**src/rtl/bounded_max_priority_queue_assert.svh**
```systemverilog
// Assertion helpers for the priority queue RTL.
`ifndef BOUNDED_MAX_PRIORITY_QUEUE_ASSERT_SVH
`define BOUNDED_MAX_PRIORITY_QUEUE_ASSERT_SVH

// Same-cycle implication, checked at every edge out of reset.
`define BMPQ_ASSERT_IMPL(label, ante, cons, msg) \
    label: assert property (@(posedge clk) disable iff (!rst_n) (ante) |-> (cons)) \
        else $error(msg);

// Next-cycle implication.
`define BMPQ_ASSERT_NEXT(label, ante, cons, msg) \
    label: assert property (@(posedge clk) disable iff (!rst_n) (ante) |=> (cons)) \
        else $error(msg);

`endif

```
**src/rtl/bmpq_pkg.sv**
```systemverilog
package bmpq_pkg;

    localparam int unsigned CAPACITY = 8;

    typedef logic signed [31:0] value_t;

    localparam logic OP_INSERT = 1'b0;
    localparam logic OP_DELETE = 1'b1;

    typedef enum logic [1:0] {
        ST_DONE      = 2'd0,
        ST_OVERFLOW  = 2'd1,
        ST_UNDERFLOW = 2'd2
    } status_t;

    // Command broadcast to every cell.
    typedef struct packed {
        logic   ins;
        logic   del;
        value_t value;
    } cell_cmd_t;

    // What a cell shows its neighbors.
    typedef struct packed {
        logic   valid;
        logic   keep;
        value_t value;
    } cell_link_t;

endpackage

```
**src/rtl/bmpq_cell.sv**
```systemverilog
// One slot of the sorted chain: holds, shifts back on insert, shifts forward on delete.
module bmpq_cell (
    input  logic                clk,
    input  logic                rst_n,
    input  bmpq_pkg::cell_cmd_t cmd,
    input  bmpq_pkg::cell_link_t left_link,
    input  bmpq_pkg::cell_link_t right_link,
    output bmpq_pkg::cell_link_t link,
    output logic                valid_next
);

    bmpq_pkg::value_t value_reg;
    bmpq_pkg::value_t value_next;
    logic             valid_reg;
    logic             keep;

    // Stays put on insert when it holds a value >= the new one (ties stay ahead).
    assign keep = valid_reg && (value_reg >= cmd.value);

    always_comb
    begin
        value_next = value_reg;
        valid_next = valid_reg;
        if (cmd.ins)
        begin
            if (!keep)
            begin
                value_next = left_link.keep ? cmd.value : left_link.value;
            end
            valid_next = valid_reg | left_link.valid;
        end
        else if (cmd.del)
        begin
            value_next = right_link.value;
            valid_next = right_link.valid;
        end
    end

    always_ff @(posedge clk or negedge rst_n)
    begin
        if (!rst_n)
        begin
            valid_reg <= 1'b0;
        end
        else
        begin
            valid_reg <= valid_next;
        end
    end

    always_ff @(posedge clk)
    begin
        value_reg <= value_next;
    end

    assign link.valid = valid_reg;
    assign link.keep  = keep;
    assign link.value = value_reg;

endmodule

```
**src/rtl/bounded_max_priority_queue.sv**
```systemverilog
// Bounded max priority queue of signed 32-bit values, largest first.
// Input channel s_*: one beat per operation. s_tuser is the operation
// (insert or delete largest), s_tdata the value to insert.
// Output channel m_*: exactly one result beat per input beat, in order.
// m_tdata carries the removed value (zero unless a delete succeeded),
// m_tuser the status (done / overflow / underflow) and the empty and full
// flags as they stand after the operation.
// Storage is a chain of CAPACITY cells; every cell compares against the
// incoming value in parallel and shifts to or from its neighbor, so an
// operation completes in the cycle it is accepted.
// The result beat is registered and appears in the cycle after its input beat
// is accepted. Throughput: 1 beat per cycle while m_tready is high, set by the
// compare-and-shift of the cell chain; the output register takes a new result
// in the same cycle the old one is taken.
// Stall: when m_tready is low and a result is held, s_tready drops and the
// queue holds its contents until the result is taken.
// Reset (rst_n low, async): the queue is empty and no result is pending.
`include "bounded_max_priority_queue_assert.svh"

module bounded_max_priority_queue (
    input  logic        clk,
    input  logic        rst_n,
    input  logic        s_tvalid,
    output logic        s_tready,
    input  logic [31:0] s_tdata,   // [31:0] value
    input  logic        s_tuser,   // [0] operation
    output logic        m_tvalid,
    input  logic        m_tready,
    output logic [31:0] m_tdata,   // [31:0] removed_value
    output logic [3:0]  m_tuser    // [1:0] status, [2] is_empty, [3] is_full
);

    localparam int unsigned CAP = bmpq_pkg::CAPACITY;

    localparam bmpq_pkg::cell_link_t HEAD_LINK = '{valid: 1'b1, keep: 1'b1, value: '0};
    localparam bmpq_pkg::cell_link_t TAIL_LINK = '{valid: 1'b0, keep: 1'b0, value: '0};

    bmpq_pkg::cell_link_t link     [CAP];
    logic [CAP-1:0]       valid_vec;
    logic [CAP-1:0]       valid_next_vec;
    bmpq_pkg::cell_cmd_t  cmd;

    logic                 accept;
    logic                 q_empty;
    logic                 q_full;
    bmpq_pkg::status_t    status;
    bmpq_pkg::value_t     removed;

    logic                 m_valid_reg;
    logic                 m_valid_next;
    logic [31:0]          m_data_reg;
    logic [3:0]           m_user_reg;

    // Room for a new result when the register is empty or being drained.
    assign s_tready = !m_valid_reg || m_tready;
    assign accept   = s_tvalid && s_tready;

    assign q_empty = !valid_vec[0];
    assign q_full  = valid_vec[CAP-1];

    assign cmd.ins   = accept && (s_tuser == bmpq_pkg::OP_INSERT) && !q_full;
    assign cmd.del   = accept && (s_tuser == bmpq_pkg::OP_DELETE) && !q_empty;
    assign cmd.value = s_tdata;

    always_comb
    begin
        status  = bmpq_pkg::ST_DONE;
        removed = '0;
        if (s_tuser == bmpq_pkg::OP_INSERT)
        begin
            if (q_full)
            begin
                status = bmpq_pkg::ST_OVERFLOW;
            end
        end
        else if (q_empty)
        begin
            status = bmpq_pkg::ST_UNDERFLOW;
        end
        else
        begin
            removed = link[0].value;   // head is the largest entry
        end
    end

    // Cell chain; head cell sees a "keep" neighbor so it takes the value.
    for (genvar i = 0; i < CAP; i++)
    begin : g_cell
        bmpq_pkg::cell_link_t left_l;
        bmpq_pkg::cell_link_t right_l;

        if (i == 0)
        begin : g_head
            assign left_l = HEAD_LINK;
        end
        else
        begin : g_mid_l
            assign left_l = link[i-1];
        end

        if (i == CAP - 1)
        begin : g_tail
            assign right_l = TAIL_LINK;
        end
        else
        begin : g_mid_r
            assign right_l = link[i+1];
        end

        bmpq_cell u_cell (
            .clk        (clk),
            .rst_n      (rst_n),
            .cmd        (cmd),
            .left_link  (left_l),
            .right_link (right_l),
            .link       (link[i]),
            .valid_next (valid_next_vec[i])
        );

        assign valid_vec[i] = link[i].valid;
    end

    assign m_valid_next = accept ? 1'b1 : (m_valid_reg && !m_tready);

    always_ff @(posedge clk or negedge rst_n)
    begin
        if (!rst_n)
        begin
            m_valid_reg <= 1'b0;
        end
        else
        begin
            m_valid_reg <= m_valid_next;
        end
    end

    always_ff @(posedge clk)
    begin
        if (accept)
        begin
            m_data_reg <= removed;
            m_user_reg <= {valid_next_vec[CAP-1], !valid_next_vec[0], status};
        end
    end

    assign m_tvalid = m_valid_reg;
    assign m_tdata  = m_data_reg;
    assign m_tuser  = m_user_reg;

    // Occupied cells always form a prefix of the chain.
    `BMPQ_ASSERT_IMPL(a_valid_prefix, 1'b1, ((valid_vec >> 1) & ~valid_vec) == '0, "valid cells not a prefix")
    // A successful insert adds exactly one entry.
    `BMPQ_ASSERT_NEXT(a_ins_grows, cmd.ins, $countones(valid_vec) == $countones($past(valid_vec)) + 1, "insert did not grow queue")
    // A successful delete drops exactly one entry.
    `BMPQ_ASSERT_NEXT(a_del_shrinks, cmd.del, $countones(valid_vec) + 1 == $countones($past(valid_vec)), "delete did not shrink queue")
    // Rejected operations leave the store untouched.
    `BMPQ_ASSERT_NEXT(a_reject_holds, accept && !cmd.ins && !cmd.del, valid_vec == $past(valid_vec), "rejected op changed queue")
    // An underflow result always reports an empty queue.
    `BMPQ_ASSERT_IMPL(a_underflow_empty, m_valid_reg && (m_user_reg[1:0] == bmpq_pkg::ST_UNDERFLOW), m_user_reg[2], "underflow without empty flag")

endmodule

```
**config.mk**
```make
export PLATFORM = sky130hd
export DESIGN_NAME = bounded_max_priority_queue
export DESIGN_NICKNAME = d
export VERILOG_FILES = /design/src/rtl/bmpq_pkg.sv /design/src/rtl/bmpq_cell.sv /design/src/rtl/bounded_max_priority_queue.sv
export VERILOG_INCLUDE_DIRS = /design/src /design/src/rtl
export SDC_FILE = /design/constraint.sdc
export NUM_CORES = 1
export LEC_CHECK = 0
export BUFFER_PORTS_ARGS = -buffer_cell sky130_fd_sc_hd__buf_2
export CORE_MARGIN = 2
export CORE_UTILIZATION = 25
export DETAILED_ROUTE_END_ITERATION = 16
export SLEW_MARGIN = 20
export SYNTH_ARGS = -nofsm -noshare
export SYNTH_HDL_FRONTEND = slang
export SYNTH_SLANG_ARGS = --single-unit
```
**constraint.sdc**
```tcl
create_clock -name clk -period 3.2 [get_ports clk]
set_input_delay 0.64 -clock clk [delete_from_list [all_inputs] [get_ports clk]]
set_output_delay 0.64 -clock clk [all_outputs]
set_load 0.03 [all_outputs]
```
==> impl_results.md, run 1 <==
- Result of the run: completed
- RePlAce Congestion: 0.860
- Post-layout worst setup margin: 0.142 ns
- Worst slew pin tran: just over 0.8 ns
- First-pass GRT wire length: 110 mm
- Synthesized cell area: 21300 µm²
- Proportion of layout cells with a drive suffix above 1: 0.213
- I/O Pins: 75
- Worst endpoint data arrival time: 3.32 ns
- H-tree Lvls: 2
- Number of cells on the worst reg-to-reg path: 10
- Highest achievable clock rate: 327 MHz
- Iteration-0 DRC Markers: roughly 1500
- Final period demand of the worst path: around 3 ns
- Via count of the first global-routing pass: 18800
- P_sw: 6220 µW
- Cells after synthesis: between 2000 and 2500
- Number of clock buffers inserted by TritonCTS: 37
- Crit Reg-Reg Startpoint: g_cell[0].u_cell.value_reg[25]
- Maximum fanout count along the critical path: 9
- Clock insertion delay at the later pin of the skew report: 0.54 ns
- Total global-route track usage: 0.157
- Synth-to-Final Area Change: 23.5%
- Start point of the worst min-delay path: s_tvalid
- Vias after detailed routing: 18700
- Residual antenna-violating net count after detailed routing: 0
- Mean instance size in the synthesized netlist: 10.1 µm²
- Setup repair after global routing missed its margin: true
- Setup TNS Final: 0 ns
- Routed length per instance: 20.1 µm
- Sw frac: 0.383
- Most area-hungry cell type in the Yosys netlist: edfxtp_1
- Antenna Diode Count: 0
- Max_slew headroom: 0.454
- Power per standard cell area: 617 nW/µm²
- Pint: 10000 µW
- Max-capacitance violation count: 0
- Wire length reported by the detailed router: 70.1 mm
- Total area of multi-input combinational cells: 11600 µm²
- Pleak: slightly above 0.01 µW
- Die Width: 296 µm
- Pins Over Slew Limit: 0
- Critical path startpoint category: register
- Avg Vias per Cell: 5.37
- Crit Path Class: reg -> reg
- Top-area cell type share of the netlist area: 0.411
- Total number of clock tree sinks: 301
- Endpoints failing hold: 0
- Clock group share of total power: 0.250
- Portion of the clock cycle consumed by the worst path in the final layout: 0.956
- Flip-flop and latch area: 8990 µm²
- Number of synthesis warnings: 0
- Maximum number of pins on one net before global-route repair: 68
- Count of buffers from port buffering: 74
- HPWL Detailed: 52.8 mm
- Starting Density: 0.251
- Longest Clk Path Bufs: 3
- Sequential share of power: 0.369
- Share of synthesized flip-flops with an asynchronous set or reset: 0.0299
- Height of the die: 296 µm
- Antenna violations before repair: 3
- Critical Path End Type: register
- Sink of the worst hold path: m_tvalid
- Count of flip-flops with a built-in enable after synthesis: 292
- First-pass iteration count of the detailed router: 5
- NumNets Final: between 2000 and 3000
- Master cell of the clock root buffer: clkbuf_16
- Post-Syn Nets: about 2400
- Post-CTS clock slew at the launch and capture registers of the worst setup and hold paths: 0.06 ns
- Final setup vio count: 0
- Portion of the post-synthesis area used by sequential elements: 0.422
- Setup skew after layout: 0.0162 ns
- Most used flip-flop cell after synthesis: edfxtp_1
- Cell types occupying the most area after synthesis: edfxtp_1, ha_1, nand2_1
- Worst-case register-to-register setup slack: 0.14 ns
- Count of unresolved DRC violations after routing: 0
- Required time reported for the critical path endpoint: 3.47 ns
- Post-place setup slack: -0.397 ns
- Max reg flops: 256
- Class of the worst hold path: in -> reg
- Capturing point of the worst reg2reg path: g_cell[1].u_cell.value_reg[24]
- Die outline area: 87600 µm²
- Area inside the core boundary: 84900 µm²
- #FFs+latches synth: 301
- Leftover overflow at the end of global routing: 0
- Layout filler cell count: 8809
- Proportion of power drawn by combinational gates: 0.382
- Standard-cell row count: about 110
- Distinct cell type count after synthesis: 56
- Worst-case vdd ir drop: 0.322 mV
- Depth of the worst hold-timing path: 2
- CTS tree: done
[power by group through the flow]
stage,clock [µW],combinational [µW],sequential [µW]
3_3_place_gp,0,5950,6070
3_5_place_dp,0,6080,6070
2_1_floorplan,0,3680,5890
4_1_cts,4120,6100,5990
5_1_grt,4260,6780,6060
6_report,4060,6200,5990
[worst max-delay path by stage]
stage / to / slack [ns] / from
finish: g_cell[1].u_cell.value_reg[24] / 0.14 / g_cell[0].u_cell.value_reg[25]
global route: g_cell[2].u_cell.value_reg[15] / -0.02 / g_cell[1].u_cell.value_reg[13]
CTS: g_cell[1].u_cell.value_reg[24] / 0.02 / g_cell[0].u_cell.value_reg[25]
detailed placement: g_cell[1].u_cell.value_reg[24] / -0.40 / s_tdata[30]
global placement: g_cell[1].u_cell.value_reg[27] / -0.30 / s_tdata[30]
floorplan: g_cell[3].u_cell.value_reg[0] / -0.01 / s_tdata[1]
[metal layers]
metal,track usage,part of all wire
met1,0.214,0.44
met2,0.260,0.47
met3,0.0238,0.063
met4,0.0402,0.027
met5,0,0.00054
[stage by stage]
stage               hold slack [ns]  power (µW)  instances  area, µm²   util
floorplan                     0.344        9570       2101      21400      -
CTS                           0.308       16200       3485      26300  0.310
global route                  0.332       17100       3486      26300  0.310
global placement              0.508       12000       3422      25200  0.297
finish                        0.325       16200       3486      26300  0.310
detailed placement            0.528       12100       3422      25200  0.297
[worst max-delay path, stage by stage, from the launching register on]
cell and delay (ns):
edfxtp_1 0.45, ha_1 0.33, nand4_1 0.08, buf_4 0.17, nor4_4 0.30, a21oi_1 0.14
and4_1 0.21, or3_2 0.57, buf_4 0.25, a41oi_2 0.18, o211ai_1 0.10
[logic make-up (layout without fill, tap and decap cells)]
kind of cell / after synthesis / after routing / share of synthesized area
AOI/OAI and AO/OA: 596 / 596 / 0.231
adders and majority gates: 224 / 224 / 0.131
buffers and inverters: 228 / 469 / 0.0441
DFF: 301 / 301 / 0.422
muxes: 33 / 33 / 0.0155
and+or+nand+nor: 719 / 719 / 0.156
[Yosys cell counts, types with 3 or more instances]
library cell and instances:
nand2_1 325, edfxtp_1 292, ha_1 224, o211ai_1 162, clkbuf_1 133, nor2_1 126, a21oi_1 89, nand4_1 70
nor4_1 66, a2111oi_0 64, a41oi_2 58, a21o_1 50, inv_1 50, nand3_1 49, a41oi_1 38, and3_1 38
a211oi_1 36, a311o_1 35, mux2i_1 32, o21ai_0 28, buf_2 18, buf_1 16, dfrtp_1 9, nand2b_1 9
nor2b_1 9, nor3_1 9, a31oi_1 8, buf_6 7, and4_1 6, a22oi_1 4, o221ai_1 3, o22a_1 3
or3_1 3
[cells in the final DEF (no fill, tap or decap), types with 8 or more instances in the layout]
master     instances
buf_12            41
a311o_1           35
buf_4            240
dfrtp_1            9
and3_1            38
nand3_1           49
nor2b_1            9
nand2b_1           9
nand4_1           70
clkinv_1          10
ha_1             224
buf_2             74
a41oi_1           38
nand2_1          319
mux2i_1           32
edfxtp_1         292
a2111oi_0         63
a21o_1            47
nor3_1             8
a211oi_1          36
nor4_1            66
a21oi_1           84
inv_1             48
a41oi_2           58
clkbuf_16         37
o211ai_1         162
nor2_1           124
o21ai_0           28
[layout make-up]
type | count | area share
clock buffer | 42 | 0.0363
clock inverter | 20 | 0.00565
inverter | 51 | 0.00755
multi-input combinational | 1572 | 0.441
sequential | 301 | 0.342
tap | 1144 | 0.0544
timing repair buffer | 356 | 0.114
[timing repair]
action,CTS,global route
buffers inserted,0,1
resized for setup,0,5
hold endpoints to repair,9,0
endpoints found under the setup margin,0,78
hold buffers,1,0
(Power assumes the default switching activity.)
==> run 2, diff against run 1 <==
--- a/config.mk
+++ b/config.mk
@@ -7,7 +7,7 @@
 export NUM_CORES = 1
 export LEC_CHECK = 0
 export BUFFER_PORTS_ARGS = -buffer_cell sky130_fd_sc_hd__buf_2
-export CORE_MARGIN = 2
+export CORE_MARGIN = 5
 export CORE_UTILIZATION = 25
 export DETAILED_ROUTE_END_ITERATION = 16
 export SLEW_MARGIN = 20
==> run 2 against run 1 <==
Critical path depth unchanged. Cell count did not move. Sequential power is 0.7% higher. Register-to-register slack barely moved. Maximum frequency down 0.17%. Clock skew decreased by 0.0015 ns. Setup slack got worse by 0.0051 ns. Critical endpoint is now g_cell[4].u_cell.value_reg[6].
==> impl_results.md, run 2 (same netlist as run 1, synthesis figures left out) <==
- Area after DPL: 25100 µm² (was 25200 µm²)
- Max-capacitance violation count: 0 (unchanged)
- Wire length reported by the detailed router: 69.5 mm (was 70.1 mm)
- Commonest cells after routing, fill and taps aside: nand2_1, edfxtp_1, buf_4 (unchanged)
- Count of buffers from port buffering: 74 (unchanged)
- Number of cells on the worst reg-to-reg path: 10 (unchanged)
- Max_slew headroom: 0.539 (was 0.454)
- RePlAce Congestion: 0.882 (was 0.860)
- CTS tree: done (unchanged)
- Layout filler cell count: 8868 (was 8809)
- Crit Reg-Reg Startpoint: g_cell[4].u_cell.value_reg[27] (was g_cell[0].u_cell.value_reg[25])
- Depth of the worst hold-timing path: 2 (unchanged)
- Proportion of layout cells with a drive suffix above 1: 0.210 (was 0.213)
- First-pass iteration count of the detailed router: 5 (unchanged)
- Routed length per instance: 19.9 µm (was 20.1 µm)
- Result of the run: completed (unchanged)
- Worst endpoint data arrival time: 3.36 ns (was 3.32 ns)
- Via count of the first global-routing pass: 18400 (was 18800)
- First-pass GRT wire length: 108 mm (was 110 mm)
- Leftover overflow at the end of global routing: 0 (unchanged)
- Die outline area: 91200 µm² (was 87600 µm²)
- Area inside the core boundary: 84900 µm² (unchanged)
- HPWL Detailed: 52.0 mm (was 52.8 mm)
- Portion of the clock cycle consumed by the worst path in the final layout: 0.957 (was 0.956)
- Master cell of the clock root buffer: clkbuf_16 (unchanged)
- Avg Vias per Cell: 5.34 (was 5.37)
- Highest achievable clock rate: 327 MHz (about the same)
- Pins Over Slew Limit: 0 (unchanged)
- Worst slew pin tran: 0.685 ns (was 0.810 ns)
- Cell with the most instances on the worst path: buf_12 (was buf_4)
- Synth-to-Final Area Change: 22.7% (was 23.5%)
- Total number of clock tree sinks: 301 (unchanged)
- Longest Clk Path Bufs: 3 (unchanged)
- Library cell contributing the largest single delay on the critical path: or3_2 (unchanged)
- Maximum fanout count along the critical path: 21 (was 9)
- Standard-cell row count: 107 (unchanged)
- Endpoints failing hold: 0 (unchanged)
- Class of the worst hold path: in -> reg (unchanged)
- Antenna violations before repair: 6 (was 3)
- Setup skew after layout: 0.0148 ns (was 0.0162 ns)
- Largest incremental delay on the critical path: 0.50 ns (was 0.57 ns)
- Number of clock buffers inserted by TritonCTS: 36 (was 37)
- Cell breakdown of the critical path: ha_1, nand4_1, nor4_4, a21oi_1, and4_1, or3_2, buf_12, nand3_1, nand2_4, buf_12 (was ha_1, nand4_1, buf_4, nor4_4, a21oi_1, and4_1, or3_2, buf_4, a41oi_2, o211ai_1)
- Maximum number of pins on one net before global-route repair: 98 (was 68)
- Post-CTS clock slew at the launch and capture registers of the worst setup and hold paths: 0.06 ns (about the same)
- Power per standard cell area: 608 nW/µm² (was 617 nW/µm²)
- NumNets Final: 2576 (was 2580)
- Worst-case register-to-register setup slack: 0.14 ns (about the same)
- Starting Density: 0.251 (unchanged)
- Setup TNS Final: 0 ns (unchanged)
- Sink of the worst hold path: m_tvalid (unchanged)
- Die Width: 302 µm (was 296 µm)
- Max reg flops: 256 (unchanged)
- Required time reported for the critical path endpoint: 3.49 ns (was 3.47 ns)
- Final setup vio count: 0 (unchanged)
- Residual antenna-violating net count after detailed routing: 0 (unchanged)
- Final period demand of the worst path: 3.06 ns (about the same)
- Total global-route track usage: 0.147 (was 0.157)
- Final design area excluding fillers: 26200 µm² (was 26300 µm²)
- Capturing point of the worst reg2reg path: g_cell[4].u_cell.value_reg[6] (was g_cell[1].u_cell.value_reg[24])
- Critical Path End Type: register (unchanged)
- Crit Path Class: reg -> reg (unchanged)
- Clock insertion delay at the later pin of the skew report: 0.54 ns (about the same)
- Post-CTS Setup Inserts: 0 (unchanged)
- I/O Pins: 75 (unchanged)
- Worst-case vdd ir drop: 0.383 mV (was 0.322 mV)
- Most common library cell in the layout ignoring fill and taps: nand2_1 (unchanged)
- Vias after detailed routing: 18600 (was 18700)
- Start point of the worst min-delay path: s_tvalid (unchanged)
- Setup repair after global routing missed its margin: false (was true)
- Height of the die: 302 µm (was 296 µm)
- H-tree Lvls: 2 (unchanged)
- Iteration-0 DRC Markers: 1605 (was 1522)
- Count of unresolved DRC violations after routing: 0 (unchanged)
- Pleak: 0.0100 µW (was 0.0101 µW)
- Critical path startpoint category: register (unchanged)
==> run 2: cell types whose count changed in the layout (fill, tap and decap cells not counted), sizes merged <==
cell	change
bufinv	-2
clkinvlp	-2
clkinv	+1
buf	-3
clkbuf	+3
diode	+3
==> run 2: layout make-up <==
type	instances	area (µm²)	area share
flip-flops and latches	301	8990	0.344
repair buffers	353	2890	0.111
clock buffers	45	956	0.0365
multi-input cells	1572	11600	0.443
clock inverters	17	81.3	0.00311
well taps	1144	1430	0.0547
inverters	51	199	0.00761
diodes	3	7.51	0.000287
==> run 2: power by group <==
| group | total, µW | internal (µW) | switching [µW] | leakage [µW] |
|---|---|---|---|---|
| Combinational | 6010 | 2290 | 3730 | 0.00668 |
| Sequential | 6030 | 5360 | 661 | 0.00284 |
| Clock | 3860 | 2110 | 1750 | 0.000508 |
==> run 2: per-layer routing <==
metal	wire, µm	track usage
met5	44	0
met4	1610	0.0323
met1	31200	0.206
met2	32400	0.241
met3	4240	0.0241
==> run 2: worst max path at each step <==
stage,start,endpoint,cells after the start
2_1_floorplan,s_tdata[1],g_cell[3].u_cell.value_reg[0],11
3_3_place_gp,s_tdata[31],g_cell[6].u_cell.value_reg[5],12
3_5_place_dp,s_tdata[31],g_cell[6].u_cell.value_reg[5],12
4_1_cts,g_cell[0].u_cell.value_reg[27],g_cell[1].u_cell.value_reg[0],10
5_1_grt,s_tdata[31],g_cell[6].u_cell.value_reg[6],12
6_report,g_cell[4].u_cell.value_reg[27],g_cell[4].u_cell.value_reg[6],10
==> run 2: what timing repair did <==
action	in CTS	in global routing
hold endpoints to repair	9	0
endpoints found under the setup margin	0	66
hold buffers	1	0
resized for setup	0	3
==> run 2: worst max-delay path, delay by kind of cell (launching register included) <==
family | cells | cell delay (ns)
AND/OR/NAND/NOR | 6 | 1.51
flip-flops | 1 | 0.46
buffers and inverters | 2 | 0.35
adder cells (fa/ha/maj) | 1 | 0.33
AO/OA/AOI/OAI | 1 | 0.12
==> run 2: per-stage QoR <==
| step | hold slack [ns] | instances | utilization | setup slack [ns] | total power [µW] |
|---|---|---|---|---|---|
| finish | 0.304 | 3486 | 0.308 | 0.137 | 15900 |
| global route | 0.311 | 3483 | 0.308 | 0.0366 | 16800 |
| CTS | 0.291 | 3483 | 0.308 | 0.0676 | 15900 |
| detailed placement | 0.529 | 3420 | 0.296 | -0.365 | 12000 |
| global placement | 0.519 | 3420 | 0.296 | -0.288 | 11900 |
| floorplan | 0.344 | 2101 | - | -0.0147 | 9570 |
